$ cat config.mk
export PLATFORM = sky130hd
export DESIGN_NAME = deflate_length_distance_decoder
export DESIGN_NICKNAME = d
export VERILOG_FILES = /design/src/design/ldd_pkg.sv /design/src/design/ldd_front.sv /design/src/design/ldd_queue.sv /design/src/design/ldd_back.sv /design/src/design/deflate_length_distance_decoder.sv
export SDC_FILE = /design/constraint.sdc
export NUM_CORES = 1
export LEC_CHECK = 0
export BUFFER_PORTS_ARGS = -buffer_cell sky130_fd_sc_hd__buf_2
export CAP_MARGIN = 10
export CORE_UTILIZATION = 60
export CTS_CLUSTER_SIZE = 16
export DETAILED_ROUTE_END_ITERATION = 12
export GPL_TIMING_DRIVEN = 0
export PLACE_DENSITY_LB_ADDON = 0.3
export SYNTH_ARGS = -nofsm -noshare
export SYNTH_HDL_FRONTEND = slang
export SYNTH_SLANG_ARGS = --single-unit
$ cat constraint.sdc
create_clock -name clk -period 4.9 [get_ports clk]
set_clock_uncertainty 0.15 [all_clocks]
set_input_delay 1.47 -clock clk [delete_from_list [all_inputs] [get_ports clk]]
set_output_delay 1.47 -clock clk [all_outputs]
set_load 0.005 [all_outputs]
$ cat src/design/ldd_pkg.sv
`timescale 1ns / 1ps
// ----------------------------------------------------------------------------
// ldd_pkg
// Shared types, constants and symbol decode functions for the DEFLATE
// length/distance decoder.
// ----------------------------------------------------------------------------
package ldd_pkg;

	localparam int QUEUE_DEPTH = 4;

	localparam logic [8:0] EOB_SYMBOL     = 9'd256;
	localparam logic [8:0] LEN_SYM_FIRST  = 9'd257;
	localparam logic [8:0] LEN_SYM_LAST   = 9'd285;
	localparam logic [8:0] DIST_SYM_COUNT = 9'd30;
	localparam logic [8:0] MAX_MATCH_LEN  = 9'd258;
	localparam logic [15:0] MAX_MATCH_DIST = 16'd32768;

	typedef enum logic [1:0] {
		KIND_LITERAL = 2'd0,
		KIND_MATCH   = 2'd1,
		KIND_EOB     = 2'd2,
		KIND_ERROR   = 2'd3
	} kind_t;

	typedef enum logic [2:0] {
		TOK_LIT,
		TOK_EOB,
		TOK_LEN,
		TOK_BAD_LEN,
		TOK_DIST,
		TOK_BAD_DIST
	} tok_t;

	// classified symbol: literal byte, match length or distance in value
	typedef struct packed {
		tok_t        tok;
		logic [15:0] value;
	} token_t;

	// s is the length code minus 257, 0..28
	function automatic logic [8:0] len_value(input logic [4:0] s, input logic [12:0] extra);
		logic [2:0] e;
		logic [8:0] base;
		logic [8:0] mask;
		begin
			e    = s[4:2] - 3'd1;
			base = (9'({1'b1, s[1:0]}) << e) + 9'd3;
			mask = (9'd1 << e) - 9'd1;
			if (s < 5'd8) begin
				len_value = 9'(s) + 9'd3;
			end else if (s >= 5'd28) begin
				len_value = MAX_MATCH_LEN;
			end else begin
				len_value = base + (extra[8:0] & mask);
			end
		end
	endfunction

	// sym is a distance code, 0..29
	function automatic logic [15:0] dist_value(input logic [4:0] sym, input logic [12:0] extra);
		logic [3:0]  e;
		logic [15:0] base;
		logic [15:0] mask;
		begin
			e    = sym[4:1] - 4'd1;
			base = (16'({1'b1, sym[0]}) << e) + 16'd1;
			mask = (16'd1 << e) - 16'd1;
			if (sym < 5'd4) begin
				dist_value = 16'(sym) + 16'd1;
			end else begin
				dist_value = base + (16'(extra) & mask);
			end
		end
	endfunction

endpackage

$ cat src/design/ldd_front.sv
`timescale 1ns / 1ps
// ----------------------------------------------------------------------------
// ldd_front
// Classifies an incoming symbol and works out its literal, length or
// distance value, independent of decoder state.
// ----------------------------------------------------------------------------
module ldd_front
	import ldd_pkg::*;
(
	input  logic        command,
	input  logic [8:0]  symbol,
	input  logic [12:0] extra_bits,
	output token_t      token
);

	always_comb begin
		token.tok   = TOK_BAD_LEN;
		token.value = '0;
		if (!command) begin
			if (symbol < EOB_SYMBOL) begin
				token.tok   = TOK_LIT;
				token.value = 16'(symbol[7:0]);
			end else if (symbol == EOB_SYMBOL) begin
				token.tok = TOK_EOB;
			end else if (symbol <= LEN_SYM_LAST) begin
				token.tok   = TOK_LEN;
				token.value = 16'(len_value(5'(symbol - LEN_SYM_FIRST), extra_bits));
			end else begin
				token.tok = TOK_BAD_LEN;
			end
		end else begin
			if (symbol < DIST_SYM_COUNT) begin
				token.tok   = TOK_DIST;
				token.value = dist_value(symbol[4:0], extra_bits);
			end else begin
				token.tok = TOK_BAD_DIST;
			end
		end
	end

endmodule

$ cat src/design/ldd_queue.sv
`timescale 1ns / 1ps
// ----------------------------------------------------------------------------
// ldd_queue
// Small token queue between the classifier and the state machine side.
// ----------------------------------------------------------------------------
module ldd_queue
	import ldd_pkg::*;
#(
	parameter int DEPTH = QUEUE_DEPTH
) (
	input  logic   clk,
	input  logic   arst_n,
	input  logic   wr_en,
	input  token_t wr_data,
	input  logic   rd_en,
	output token_t rd_data,
	output logic   full,
	output logic   nonempty
);

	localparam int PW = (DEPTH > 1) ? $clog2(DEPTH) : 1;
	localparam int CW = $clog2(DEPTH + 1);
	localparam logic [PW-1:0] LAST = PW'(DEPTH - 1);
	localparam logic [CW-1:0] CNT_FULL = CW'(DEPTH);

	token_t          mem_q [DEPTH];
	logic [PW-1:0]   wr_ptr_q;
	logic [PW-1:0]   rd_ptr_q;
	logic [CW-1:0]   count_q;

	assign full     = (count_q == CNT_FULL);
	assign nonempty = (count_q != '0);
	assign rd_data  = mem_q[rd_ptr_q];

	always_ff @(posedge clk or negedge arst_n) begin
		if (!arst_n) begin
			wr_ptr_q <= '0;
			rd_ptr_q <= '0;
			count_q  <= '0;
		end else begin
			if (wr_en) begin
				wr_ptr_q <= (wr_ptr_q == LAST) ? '0 : wr_ptr_q + PW'(1);
			end
			if (rd_en) begin
				rd_ptr_q <= (rd_ptr_q == LAST) ? '0 : rd_ptr_q + PW'(1);
			end
			if (wr_en && !rd_en) begin
				count_q <= count_q + CW'(1);
			end else if (rd_en && !wr_en) begin
				count_q <= count_q - CW'(1);
			end
		end
	end

	always_ff @(posedge clk) begin
		if (wr_en) begin
			mem_q[wr_ptr_q] <= wr_data;
		end
	end

endmodule

$ cat src/design/ldd_back.sv
`timescale 1ns / 1ps
// ----------------------------------------------------------------------------
// ldd_back
// Tracks the pending match length and turns tokens into result items,
// held in an output register until popped.
// ----------------------------------------------------------------------------
module ldd_back
	import ldd_pkg::*;
(
	input  logic        clk,
	input  logic        arst_n,
	input  logic        tok_valid,
	input  token_t      tok,
	output logic        tok_take,
	input  logic        pop,
	output logic        empty,
	output logic [1:0]  kind,
	output logic [7:0]  literal,
	output logic [8:0]  match_length,
	output logic [15:0] match_distance
);

	logic        awaiting_q;
	logic [8:0]  pending_q;
	logic        out_valid_q;
	kind_t       kind_q;
	logic [7:0]  literal_q;
	logic [8:0]  length_q;
	logic [15:0] distance_q;

	logic        emits;
	logic        out_free;
	kind_t       kind_d;
	logic [7:0]  literal_d;
	logic [8:0]  length_d;
	logic [15:0] distance_d;
	logic        awaiting_d;
	logic [8:0]  pending_d;

	always_comb begin
		emits      = 1'b1;
		kind_d     = KIND_ERROR;
		literal_d  = '0;
		length_d   = '0;
		distance_d = '0;
		awaiting_d = awaiting_q;
		pending_d  = pending_q;
		unique case (tok.tok)
			TOK_LIT, TOK_EOB, TOK_LEN, TOK_BAD_LEN: begin
				if (awaiting_q) begin
					// literal/length symbol where a distance was due
					awaiting_d = 1'b0;
					pending_d  = '0;
				end else if (tok.tok == TOK_LIT) begin
					kind_d    = KIND_LITERAL;
					literal_d = tok.value[7:0];
				end else if (tok.tok == TOK_EOB) begin
					kind_d = KIND_EOB;
				end else if (tok.tok == TOK_LEN) begin
					emits      = 1'b0;
					awaiting_d = 1'b1;
					pending_d  = tok.value[8:0];
				end
			end
			TOK_DIST, TOK_BAD_DIST: begin
				if (awaiting_q) begin
					awaiting_d = 1'b0;
					pending_d  = '0;
					if (tok.tok == TOK_DIST) begin
						kind_d     = KIND_MATCH;
						length_d   = pending_q;
						distance_d = tok.value;
					end
				end
			end
			default: begin
				kind_d = KIND_ERROR;
			end
		endcase
	end

	assign out_free = !out_valid_q || pop;
	assign tok_take = tok_valid && (out_free || !emits);

	always_ff @(posedge clk or negedge arst_n) begin
		if (!arst_n) begin
			awaiting_q  <= 1'b0;
			pending_q   <= '0;
			out_valid_q <= 1'b0;
		end else begin
			if (tok_take) begin
				awaiting_q <= awaiting_d;
				pending_q  <= pending_d;
			end
			if (tok_take && emits) begin
				out_valid_q <= 1'b1;
			end else if (pop) begin
				out_valid_q <= 1'b0;
			end
		end
	end

	always_ff @(posedge clk) begin
		if (tok_take && emits) begin
			kind_q     <= kind_d;
			literal_q  <= literal_d;
			length_q   <= length_d;
			distance_q <= distance_d;
		end
	end

	assign empty          = !out_valid_q;
	assign kind           = kind_q;
	assign literal        = literal_q;
	assign match_length   = length_q;
	assign match_distance = distance_q;

endmodule

$ cat src/design/deflate_length_distance_decoder.sv
`timescale 1ns / 1ps
// a result passes through the token queue and then the output register before it shows on the output ports
// throughput: one symbol per cycle unless an unpopped output stalls ldd_back, set by the state update in ldd_back
// a stalled output fills the token queue (QDEPTH entries, QUEUE_DEPTH by default) before full rises
// reset (arst_n low) empties queue and output and clears the pending length
// ----------------------------------------------------------------------------
// deflate_length_distance_decoder
// Turns Huffman-decoded DEFLATE symbols plus extra bits into literal,
// match, end-of-block and error tokens.
// ----------------------------------------------------------------------------
module deflate_length_distance_decoder
	import ldd_pkg::*;
#(
	parameter int QDEPTH = QUEUE_DEPTH
) (
	input  logic        clk,
	input  logic        arst_n,
	input  logic        push,
	output logic        full,
	input  logic        command,
	input  logic [8:0]  symbol,
	input  logic [12:0] extra_bits,
	output logic        empty,
	input  logic        pop,
	output logic [1:0]  kind,
	output logic [7:0]  literal,
	output logic [8:0]  match_length,
	output logic [15:0] match_distance
);

	token_t front_tok;
	token_t queue_tok;
	logic   queue_nonempty;
	logic   queue_take;

	ldd_front u_front (
		.command    (command),
		.symbol     (symbol),
		.extra_bits (extra_bits),
		.token      (front_tok)
	);

	ldd_queue #(
		.DEPTH (QDEPTH)
	) u_queue (
		.clk      (clk),
		.arst_n   (arst_n),
		.wr_en    (push && !full),
		.wr_data  (front_tok),
		.rd_en    (queue_take),
		.rd_data  (queue_tok),
		.full     (full),
		.nonempty (queue_nonempty)
	);

	ldd_back u_back (
		.clk            (clk),
		.arst_n         (arst_n),
		.tok_valid      (queue_nonempty),
		.tok            (queue_tok),
		.tok_take       (queue_take),
		.pop            (pop),
		.empty          (empty),
		.kind           (kind),
		.literal        (literal),
		.match_length   (match_length),
		.match_distance (match_distance)
	);

`ifndef SYNTHESIS
	a_error_zero: assert property (@(posedge clk) disable iff (!arst_n)
		(!empty && kind == KIND_ERROR) |->
		(literal == '0 && match_length == '0 && match_distance == '0))
		else $error("error token with nonzero payload");

	a_match_range: assert property (@(posedge clk) disable iff (!arst_n)
		(!empty && kind == KIND_MATCH) |->
		(match_length >= 9'd3 && match_length <= MAX_MATCH_LEN &&
		 match_distance != '0 && match_distance <= MAX_MATCH_DIST && literal == '0))
		else $error("match token out of range");

	a_literal_only: assert property (@(posedge clk) disable iff (!arst_n)
		(!empty && kind != KIND_LITERAL && kind != KIND_MATCH) |->
		(literal == '0 && match_length == '0))
		else $error("payload set on non-literal token");
`endif

endmodule

# Word-level counts from Yosys, hierarchy flattened
# Memory sizes are Yosys's and may differ from the RTL's.
# Cells that the tools add are included.
# Widths: inputs -> output; s select.
[op_classes]
n_bitwise = 4
addsub = 15
eq_ne = 13
order_cmp = 6
reduce_logical = 23
mux = 41
shifts = 4
[ops]
columns = ["op", "n"]
rows = [
  ["$mux 9", 8],
  ["$mux 16", 3],
  ["$mux 19", 1],
  ["$mux 18", 1],
  ["$pmux 9 s2", 1],
  ["$add 16x1->16 const B", 1],
  ["$add 16x16->16", 1],
  ["$and 13x16->16", 1],
  ["$mux 1", 16],
  ["$shl 1x4->16 const A", 1],
  ["$shl 2x4->16", 1],
  ["$sub 16x1->16 const B", 1],
  ["$mux 2", 7],
  ["$add 9x2->9 const B", 1],
  ["$add 9x9->9", 1],
  ["$and 9x9->9", 1],
  ["$eq 3x3->1 const B", 3],
  ["$eq 9x9->1 const B", 1],
  ["$le 9x9->1 const B", 1],
  ["$lt 9x5->1 const B", 1],
  ["$lt 9x9->1 const B", 1],
  ["$shl 1x3->9 const A", 1],
  ["$shl 3x3->9", 1],
  ["$sub 9x1->9 const B", 1],
  ["32 further kinds", 50],
]
[word_totals]
ramBits = 76
elab_cells = 117
reg_bits = 53
inputBits = 27
memories = 1
out_inout_bits = 37
[mem_list]
columns = ["name", "words", "width", "rd", "rd_ports_with_merged_regs", "write_ports", "line_no", "text"]
rows = [
  ["u_queue.mem_q", 4, 19, 1, 0, 1, "ldd_queue.sv:26", "token_t mem_q [DEPTH];"],
]

# Longest topological paths before layout
# Gate-level depths: netlist (run 1).
# An unclocked memory read counts as a cell.
[depth]
word_depth = 13
ltp_mapped = 24

# Modules after synthesis
# From an unflattened synthesis (run 1), not the netlist that was laid out.
[hier_totals]
cells_unflattened = 653
hier_area_um2 = 7619.8
[modules_own_cells]
columns = ["module", "seq_area_each_um2", "cells_each", "area_per_inst_um2", "instances"]
rows = [
  ["ldd_queue", 2457.4, 136, 3156.8, 1],
  ["ldd_front", 0.0, 396, 2593.7, 1],
  ["ldd_back", 1326.3, 120, 1855.5, 1],
  ["deflate_length_distance_decoder", 0.0, 1, 13.8, 1],
]

# Least setup slack after synthesis (run 1)
# OpenSTA, ideal clock, no wires.
[synth_path]
kind = "in2reg"
start = "in symbol[0]"
end = "mem u_queue.mem_q[0][8] (netlist name), data pin"
cell_stages = 22
setup_time_ns = 0.209
setup_slack_ns = -1.236
required_ns = 4.541
arrival_time_ns = 5.777
path_cell_list = "clkbuf_1 > inv_1 > ha_1 > buf_2 > xnor2_1 > clkbuf_1 > ha_1 > xnor2_1 > buf_2 > nand2_1 > ha_1 > xnor2_1 > and2_1 > ha_1 > ha_1 > a21o_1 > a211oi_1 > nor2_1 > o41a_1 > nand2_1 > nor3b_1 > nor3b_1"
[synth_lines]
columns = ["element", "line_no", "text"]
rows = [
  ["start, declared", "deflate_length_distance_decoder.sv:21", "input logic [8:0] symbol,"],
  ["end, declared", "ldd_queue.sv:26", ""],
]

==> impl_metrics.tcl, run 1 <==
set metrics [dict create \
    die-area_um2 13200 \
    utilization_after_layout 0.808 \
    pin_count 64 \
    synth.yosys.warnings 0 \
    seq_area_frac_synth 0.494 \
    total_of_flip_flops_plus_latches_after_synthesis 129 \
    final_min_period_over_clock_period 1.07 \
    cts.root.buffer_cell "sky130_fd_sc_hd__clkbuf_16" \
    drt_first_iter_violations 505 \
    drcViolationCount 0 \
    main_area_contributors_after_synthesis "sky130_fd_sc_hd__edfxtp_1 44%, sky130_fd_sc_hd__ha_1 9.0%, sky130_fd_sc_hd__dfrtp_1 5.9%" \
    grt.overflow.total 0 \
    cp.required_ps 4970 \
    clkSlewWorstSetupHoldPaths_ps 50 \
    critical-path-top-cell-by-count "sky130_fd_sc_hd__ha_4" \
    min_path_type "flip-flop to flip-flop" \
    async_reset_ff_frac 0.140 \
    final_area_um2 9870 \
    report.final.hold_viol_count 0 \
    synth.lib_cells_used.distinct 65 \
    status "finished with violations" \
    grt_start_max_net_pins 36 \
    cts.sinks 129 \
    post-route-worst-setup-slack_ps -342 \
    place_area_um2 8510 \
    final_period_minus_worst_setup_slack_ps 5240 \
    design.core.area_um2 12200 \
    report.power.total_mw 4.86 \
    synth_top_area_share 0.435 \
    irDropWorstVdd_uv 267 \
    totalWireLength_um 19000 \
    clock_path_buffers 2 \
    finalSetupViolations 40 \
    pwr_dens_nw_per_um2 492 \
    reg2reg_setup_slack_ps 1720 \
    worst_path_dominant_cell_family "adder cells" \
    number_of_nets_produced_by_synthesis 764 \
    cts-htree-levels 4 \
    syn-instance-count 679 \
    slew_headroom 0.337 \
    yosys_most_used_dff "sky130_fd_sc_hd__edfxtp_1" \
    timing.final.max_slew_violations 0 \
    die_w_um 115 \
    rsz_0062_raised_after_global_routing "true" \
    path_cells "buf_12 -> clkinvlp_4 -> ha_4 -> a21boi_4 -> xnor2_4 -> inv_2 -> ha_4 -> xnor2_4 -> buf_6 -> nand2_4 -> ha_4 -> buf_4 -> a21oi_1 -> a211oi_2 -> ha_1 -> ha_1 -> o21ai_2 -> nor2_2 -> o41a_1 -> nand2_1 -> nor3b_2 -> nor3b_4" \
    critical_path_peak_fanout 6 \
    first_global_vias 5848 \
    via_per_inst 5.99 \
    number_of_enable_flip_flop_cells_after_synthesis 111 \
    vias 5942 \
    worst-setup-path-type "input pin to flip-flop" \
    cellLeakagePower_nw 4.01 \
    num-nets-final 896 \
    grt_first_pass_wirelength_um 29500 \
    routed_wire_length_per_instance_um 19.2 \
    final.setup.tns_ps -5780 \
    path_buf_inv 5 \
    fillers 702 \
    chipHeight_um 115 \
    violations_in_the_final_reports "negative setup slack" \
    area_growth_syn_to_layout_pct 28.9 \
    row_count 40 \
    timing.critical_path.from_type "input pin" \
    timing.critical_path.slowest_stage_cell "sky130_fd_sc_hd__o41a_1" \
    gp_congestion 0.895 \
    tritoncts "done" \
    cap_viol_max_count 0 \
    critPathArrivalTime_ps 5310 \
    yosys.area.top_type "sky130_fd_sc_hd__edfxtp_1" \
    io_buffer_count 63 \
    grtUsageTotal 0.300 \
    place_worst_setup_slack_ps -1390 \
    post_drt_antenna_nets 0 \
    max_freq_mhz 191 \
    insertedDiodeCount 0 \
    dr.pass1.iters 5 \
    cts_hold_buffers 0 \
    synthesis.area_per_instance_um2 11.3 \
    worstSkewPairLatency_ps 410 \
    initial_utilization 0.627 \
    tightest_slew_ps 994 \
    initial_antenna_violation_count 0 \
    syn-cell-area_um2 7660 \
    worst_path_largest_cell_delay_ps 380 \
    final_layout_size_suffix_gt1_frac 0.323 \
    worst_setup_path_end_kind "flip-flop" \
    cts-buffers-inserted 17 \
    place.detailed.hpwl_um 12400 \
]
[sequential cells by signal (all words and copies together), names as in the netlist]
signal                 flops
u_queue.rd_ptr_q           2
u_back.match_distance     16
u_back.kind                2
u_back.awaiting_q          1
u_queue.mem_q             76
u_back.match_length        9
u_back.out_valid_q         1
u_back.pending_q           9
u_back.literal             8
u_queue.wr_ptr_q           2
u_queue.count_q            3
[synth_stat cells (7+ instances only)]
cell type,n
sky130_fd_sc_hd__nand2_1,47
sky130_fd_sc_hd__mux4_2,16
sky130_fd_sc_hd__and2_1,36
sky130_fd_sc_hd__nor2_1,58
sky130_fd_sc_hd__nor3_1,18
sky130_fd_sc_hd__o21ai_0,19
sky130_fd_sc_hd__dfrtp_1,18
sky130_fd_sc_hd__o21a_1,8
sky130_fd_sc_hd__inv_1,34
sky130_fd_sc_hd__clkbuf_1,17
sky130_fd_sc_hd__buf_2,8
sky130_fd_sc_hd__o21ai_1,19
sky130_fd_sc_hd__edfxtp_1,111
sky130_fd_sc_hd__nand3_1,20
sky130_fd_sc_hd__xnor2_1,25
sky130_fd_sc_hd__nand2b_1,12
sky130_fd_sc_hd__ha_1,55
sky130_fd_sc_hd__and3_1,13
sky130_fd_sc_hd__a21o_1,7
sky130_fd_sc_hd__nor2b_1,9
sky130_fd_sc_hd__a21oi_1,34
sky130_fd_sc_hd__xor2_1,9
[layer usage]
metal	wire length [µm]	vias up	global-route usage
met2	9660	270	0.537
met5	0	-	0
met1	7510	2864	0.348
met4	801	0	0.150
met3	1050	65	0.0496
li1	-	2743	-
[timing repair]
| item | CTS | global route |
|---|---|---|
| buffers inserted | 42 | 14 |
| endpoints found under the hold margin | 0 | 0 |
| endpoints found under the setup margin | 56 | 56 |
| gates resized for setup | 43 | 29 |
| pin swaps | 39 | 27 |
[worst paths after layout]
kind / startpoint / endpoint / depth (start not counted)
min: u_queue.count_q[2] / u_queue.count_q[2] / 1
min in group asynchronous: arst_n / u_back.pending_q[8] / 1
min reg2reg: u_queue.count_q[2] / u_queue.count_q[2] / 1
max: symbol[1] / u_queue.mem_q[3][8] / 22
max in group asynchronous: arst_n / u_back.out_valid_q / 1
max reg2reg: u_queue.rd_ptr_q[0] / u_queue.count_q[1] / 10
[through the flow]
stage / hold WS (ps) / cells
finish: 369 / 992
global route: 375 / 992
CTS: 366 / 980
detailed placement: 333 / 910
global placement: 328 / 910
floorplan: 306 / 679
[where the power goes]
part	total, mW	internal, mW	leakage [nW]	switching (mW)
clock network	1.33	0.898	0.305	0.429
logic	1.78	0.763	2.45	1.01
registers	1.76	1.63	1.26	0.122
total	4.86	3.29	4.01	1.56
[cell families (layout without fill, tap and decap cells)]
group | Yosys count | in the layout | share of synthesized area
AO/OA/AOI/OAI | 131 | 131 | 0.109
XOR/XNOR | 35 | 35 | 0.0418
adder cells (fa/ha/maj) | 58 | 58 | 0.0977
buffers and inverters | 66 | 211 | 0.0371
flip-flops | 129 | 129 | 0.494
multiplexers | 25 | 25 | 0.0655
AND/OR/NAND/NOR | 235 | 235 | 0.155
[layout make-up]
type / instances / area (µm²) / share of cell area
clock inverter: 11 / 186 / 0.0189
clock buffer: 21 / 440 / 0.0446
buffer: 24 / 178 / 0.0180
timing repair buffer: 117 / 769 / 0.0780
sequential: 129 / 3780 / 0.383
multi-input combinational: 484 / 4150 / 0.420
tap: 168 / 210 / 0.0213
inverter: 38 / 154 / 0.0156
[placed cells by master (no fill, tap or decap), drive strengths merged, types with 4 or more instances in the layout]
master / count
clkbuf: 35
nor2b: 9
nand3: 21
nand2b: 12
o21a: 8
mux4: 19
mux2i: 4
xor2: 9
and3: 13
nand2: 47
a21o: 7
o21ai: 39
or3: 4
inv: 37
a21oi: 35
nor2: 59
a22oi: 4
nor3: 18
ha: 55
a211oi: 5
dfrtp: 18
bufinv: 5
nor3b: 6
clkinv: 5
buf: 127
a21boi: 4
a31oi: 5
edfxtp: 111
xnor2: 25
and2: 37
No activity file was read; power rests on OpenSTA's default activity.
==> run 2, diff against run 1 <==
--- a/config.mk
+++ b/config.mk
@@ -5,6 +5,7 @@
 export SDC_FILE = /design/constraint.sdc
 export NUM_CORES = 1
 export LEC_CHECK = 0
+export ABC_AREA = 1
 export BUFFER_PORTS_ARGS = -buffer_cell sky130_fd_sc_hd__buf_2
 export CAP_MARGIN = 10
 export CORE_UTILIZATION = 60
==> run 2 against run 1 <==
  * Synthesized cell count grew 32%
  * Combinational power increased by 20%
  * Synthesized area increased by 2.2%
  * The flow still finishes with violations (negative setup slack)
  * Die area is 2.2% higher
  * Routed wire length grew 10%
  * Non-clock buffer count decreased by 14
  * First-iteration DRC count grew 47%
==> impl_metrics.tcl, run 2 <==
set metrics [dict create \
    status "finished with violations" \
    violations_in_the_final_reports "negative setup slack" \
    gp_congestion 0.904 \
    async_reset_ff_frac 0.140 \
    min_path_type "flip-flop to flip-flop" \
    yosys.area.top_type "sky130_fd_sc_hd__edfxtp_1" \
    slew_headroom 0.491 \
    holdPathEnd "u_back.pending_q[0]" \
    worstSkewPairLatency_ps 410 \
    drt_first_iter_violations 744 \
    totalWireLength_um 20900 \
    top_layer_used "met4" \
    final_layout_size_suffix_gt1_frac 0.267 \
    largest_register_ffs 76 \
    grt_first_pass_wirelength_um 30400 \
    final_area_um2 9990 \
    top_regs "u_queue.mem_q: 76 flops, u_back.match_distance: 16 flops" \
    synth.lib_cells_used.distinct 44 \
    num-nets-final 1108 \
    finalNonFillerCells 1208 \
    number_of_nets_produced_by_synthesis 982 \
    grt.overflow.total 0 \
    design.core.area_um2 12700 \
    cts-buffers-inserted 17 \
    chipHeight_um 116 \
    final_common_cell "sky130_fd_sc_hd__nand2_1" \
    synth.yosys.warnings 0 \
    drcViolationCount 0 \
    main_area_contributors_after_synthesis "sky130_fd_sc_hd__edfxtp_1 43%, sky130_fd_sc_hd__nand2_1 9.3%, sky130_fd_sc_hd__ha_1 8.8%" \
    crit-reg2reg-launch "u_queue.count_q[0]" \
    routed_wire_length_per_instance_um 17.3 \
    total_of_flip_flops_plus_latches_after_synthesis 129 \
    critPathArrivalTime_ps 5110 \
    final_min_period_over_clock_period 1.04 \
    route.met2.wl_um 10700 \
    initial_utilization 0.618 \
    timing.final.max_slew_violations 0 \
    rsz_0062_raised_after_global_routing "true" \
    yosys_most_used_dff "sky130_fd_sc_hd__edfxtp_1" \
    worst_setup_path_end_kind "flip-flop" \
    pin_count 64 \
    min_path_cells 2 \
    yosys.cell_count.top_type "sky130_fd_sc_hd__nand2_1" \
    reg2reg_setup_slack_ps 2030 \
    grtUsageTotal 0.300 \
    holdCritStartpoint "u_back.pending_q[0]" \
    via_per_inst 5.69 \
    die_w_um 116 \
    critical_path_peak_fanout 5 \
    post-route-worst-setup-slack_ps -211 \
    synthesis.area_per_instance_um2 8.72 \
    first_global_vias 6327 \
    largest_register "u_queue.mem_q" \
    hold-worst-slack_ps 323 \
    tightest_slew_ps 756 \
    placed_cells_incl_taps 1136 \
    tritoncts "done" \
    area_growth_syn_to_layout_pct 27.7 \
    row_count 41 \
    pwr_dens_nw_per_um2 514 \
    grt_start_max_net_pins 36 \
    die-area_um2 13500 \
    place_area_um2 8670 \
    wire_length_on_met1_um 7850 \
    clkSlewWorstSetupHoldPaths_ps 60 \
    max_freq_mhz 196 \
    netlist_top_cells_count "193 x sky130_fd_sc_hd__nand2_1, 130 x sky130_fd_sc_hd__nor2_1, 111 x sky130_fd_sc_hd__edfxtp_1" \
    cts.root.buffer_cell "sky130_fd_sc_hd__clkbuf_16" \
    initial_antenna_violation_count 0 \
    cts-htree-levels 4 \
    post_drt_antenna_nets 0 \
    dr.pass1.iters 5 \
    final_period_minus_worst_setup_slack_ps 5110 \
    timing.critical_path.from_type "input pin" \
    timing.rr.end "u_queue.count_q[1]" \
    seq_area_frac_synth 0.484 \
    met3WireLength_um 1390 \
    place.detailed.hpwl_um 13100 \
    report.final.hold_viol_count 0 \
    synth_top_area_share 0.426 \
    cp.required_ps 4900 \
    worst-setup-path-type "input pin to flip-flop" \
    syn-cell-area_um2 7830 \
    cellLeakagePower_nw 4.32 \
    io_buffer_count 63 \
    cap_viol_max_count 0 \
    vias 6870 \
    clock_path_buffers 2 \
    insertedDiodeCount 0 \
    finalSetupViolations 20 \
    cts.sinks 129 \
    layout_common_cells "172 x sky130_fd_sc_hd__nand2_1, 118 x sky130_fd_sc_hd__nor2_1, 111 x sky130_fd_sc_hd__edfxtp_1" \
    number_of_enable_flip_flop_cells_after_synthesis 111 \
    syn-instance-count 897 \
    irDropWorstVdd_uv 258 \
    r2r.worst_path.cells 7 \
]
[run 2: cell count changes after synthesis, sizes merged, moves of 13 or more]
cell / before / now
and2: 37 / 0
nand2: 47 / 201
o21ai: 39 / 70
nor2: 59 / 138
inv: 38 / 104
mux4: 19 / 0
a21oi: 35 / 60
and3: 13 / 0
nand3: 21 / 47
xnor2: 25 / 8
[run 2: critical path, stage by stage]
cell and delay [ps]:
sky130_fd_sc_hd__buf_8 80, sky130_fd_sc_hd__clkinvlp_4 180, sky130_fd_sc_hd__ha_4 230, sky130_fd_sc_hd__nand2_4 60, sky130_fd_sc_hd__nand2_4 60, sky130_fd_sc_hd__xor2_4 200
sky130_fd_sc_hd__ha_4 200, sky130_fd_sc_hd__inv_4 40, sky130_fd_sc_hd__nand3_4 90, sky130_fd_sc_hd__nand2_4 60, sky130_fd_sc_hd__buf_6 120, sky130_fd_sc_hd__nor2_4 90
sky130_fd_sc_hd__inv_2 60, sky130_fd_sc_hd__ha_4 200, sky130_fd_sc_hd__or2_4 240, sky130_fd_sc_hd__ha_4 260, sky130_fd_sc_hd__inv_2 30, sky130_fd_sc_hd__ha_4 150
sky130_fd_sc_hd__fa_2 370, sky130_fd_sc_hd__nand3_2 100, sky130_fd_sc_hd__nand2_2 80, sky130_fd_sc_hd__nand2_2 80, sky130_fd_sc_hd__nand2_2 50, sky130_fd_sc_hd__a21oi_2 130
sky130_fd_sc_hd__xor2_1 170, sky130_fd_sc_hd__o21ai_1 110, sky130_fd_sc_hd__nand2_1 100, sky130_fd_sc_hd__nand2_2 80
[run 2: metal layers]
layer / GRT usage / vias to the layer above
met1: 0.360 / 3145
li1: - / 3277
met4: 0.151 / 0
met2: 0.522 / 367
met5: 0 / -
met3: 0.0503 / 81
[run 2: cell families after synthesis]
group	count (synthesis)	share of synthesized area
AOI/OAI and AO/OA	158	0.116
buffers and inverters	124	0.0660
adders and majority gates	58	0.0956
DFF	129	0.484
xor gates and xnor gates	16	0.0179
muxes	1	0.00144
and+or+nand+nor	411	0.220
[run 2: where the power goes]
part	internal, mW	total [mW]	switching, mW
clock	0.840	1.28	0.441
sequential	1.61	1.72	0.108
combinational	0.789	2.14	1.35
total	3.24	5.14	1.90
[run 2: area by class of cell]
| type | instances | area [µm²] |
|---|---|---|
| clock inverters | 13 | 168 |
| flip-flops and latches | 129 | 3780 |
| repair buffers | 108 | 732 |
| well taps | 172 | 215 |
| fillers | 780 | 2680 |
| plain buffers | 19 | 128 |
| inverters | 104 | 405 |
| multi-input cells | 644 | 4130 |
| clock buffers | 19 | 433 |
[run 2: stage by stage]
| stage | TNS (ps) | total power [mW] | utilization | worst slack (ps) |
|---|---|---|---|---|
| 2_1_floorplan | -4120 | 3.00 | - | -414 |
| 3_3_place_gp | -35150 | 3.49 | 0.677 | -1020 |
| 3_5_place_dp | -39300 | 3.59 | 0.684 | -1090 |
| 4_1_cts | -608 | 4.94 | 0.751 | -108 |
| 5_1_grt | -6640 | 5.43 | 0.788 | -365 |
| 6_report | -3220 | 5.14 | 0.788 | -211 |
[run 2: repair_timing]
item,4_1_cts,5_1_grt
endpoints found under the setup margin,52,52
hold endpoints to repair,0,0
cloned,0,0
hold buffers,0,0
setup buffers,20,20
gates resized for setup,25,71
pin swaps,18,28
[run 2: worst max-delay path by stage]
stage                     startpoint                  end  depth (start not counted)
after CTS                  symbol[1]  u_queue.mem_q[2][7]                         27
after floorplan            symbol[1]  u_queue.mem_q[0][7]                         27
after detailed placement   symbol[1]  u_queue.mem_q[2][7]                         28
final                      symbol[1]  u_queue.mem_q[2][7]                         28
after global routing       symbol[1]  u_queue.mem_q[2][6]                         26
after global placement     symbol[1]  u_queue.mem_q[2][7]                         28
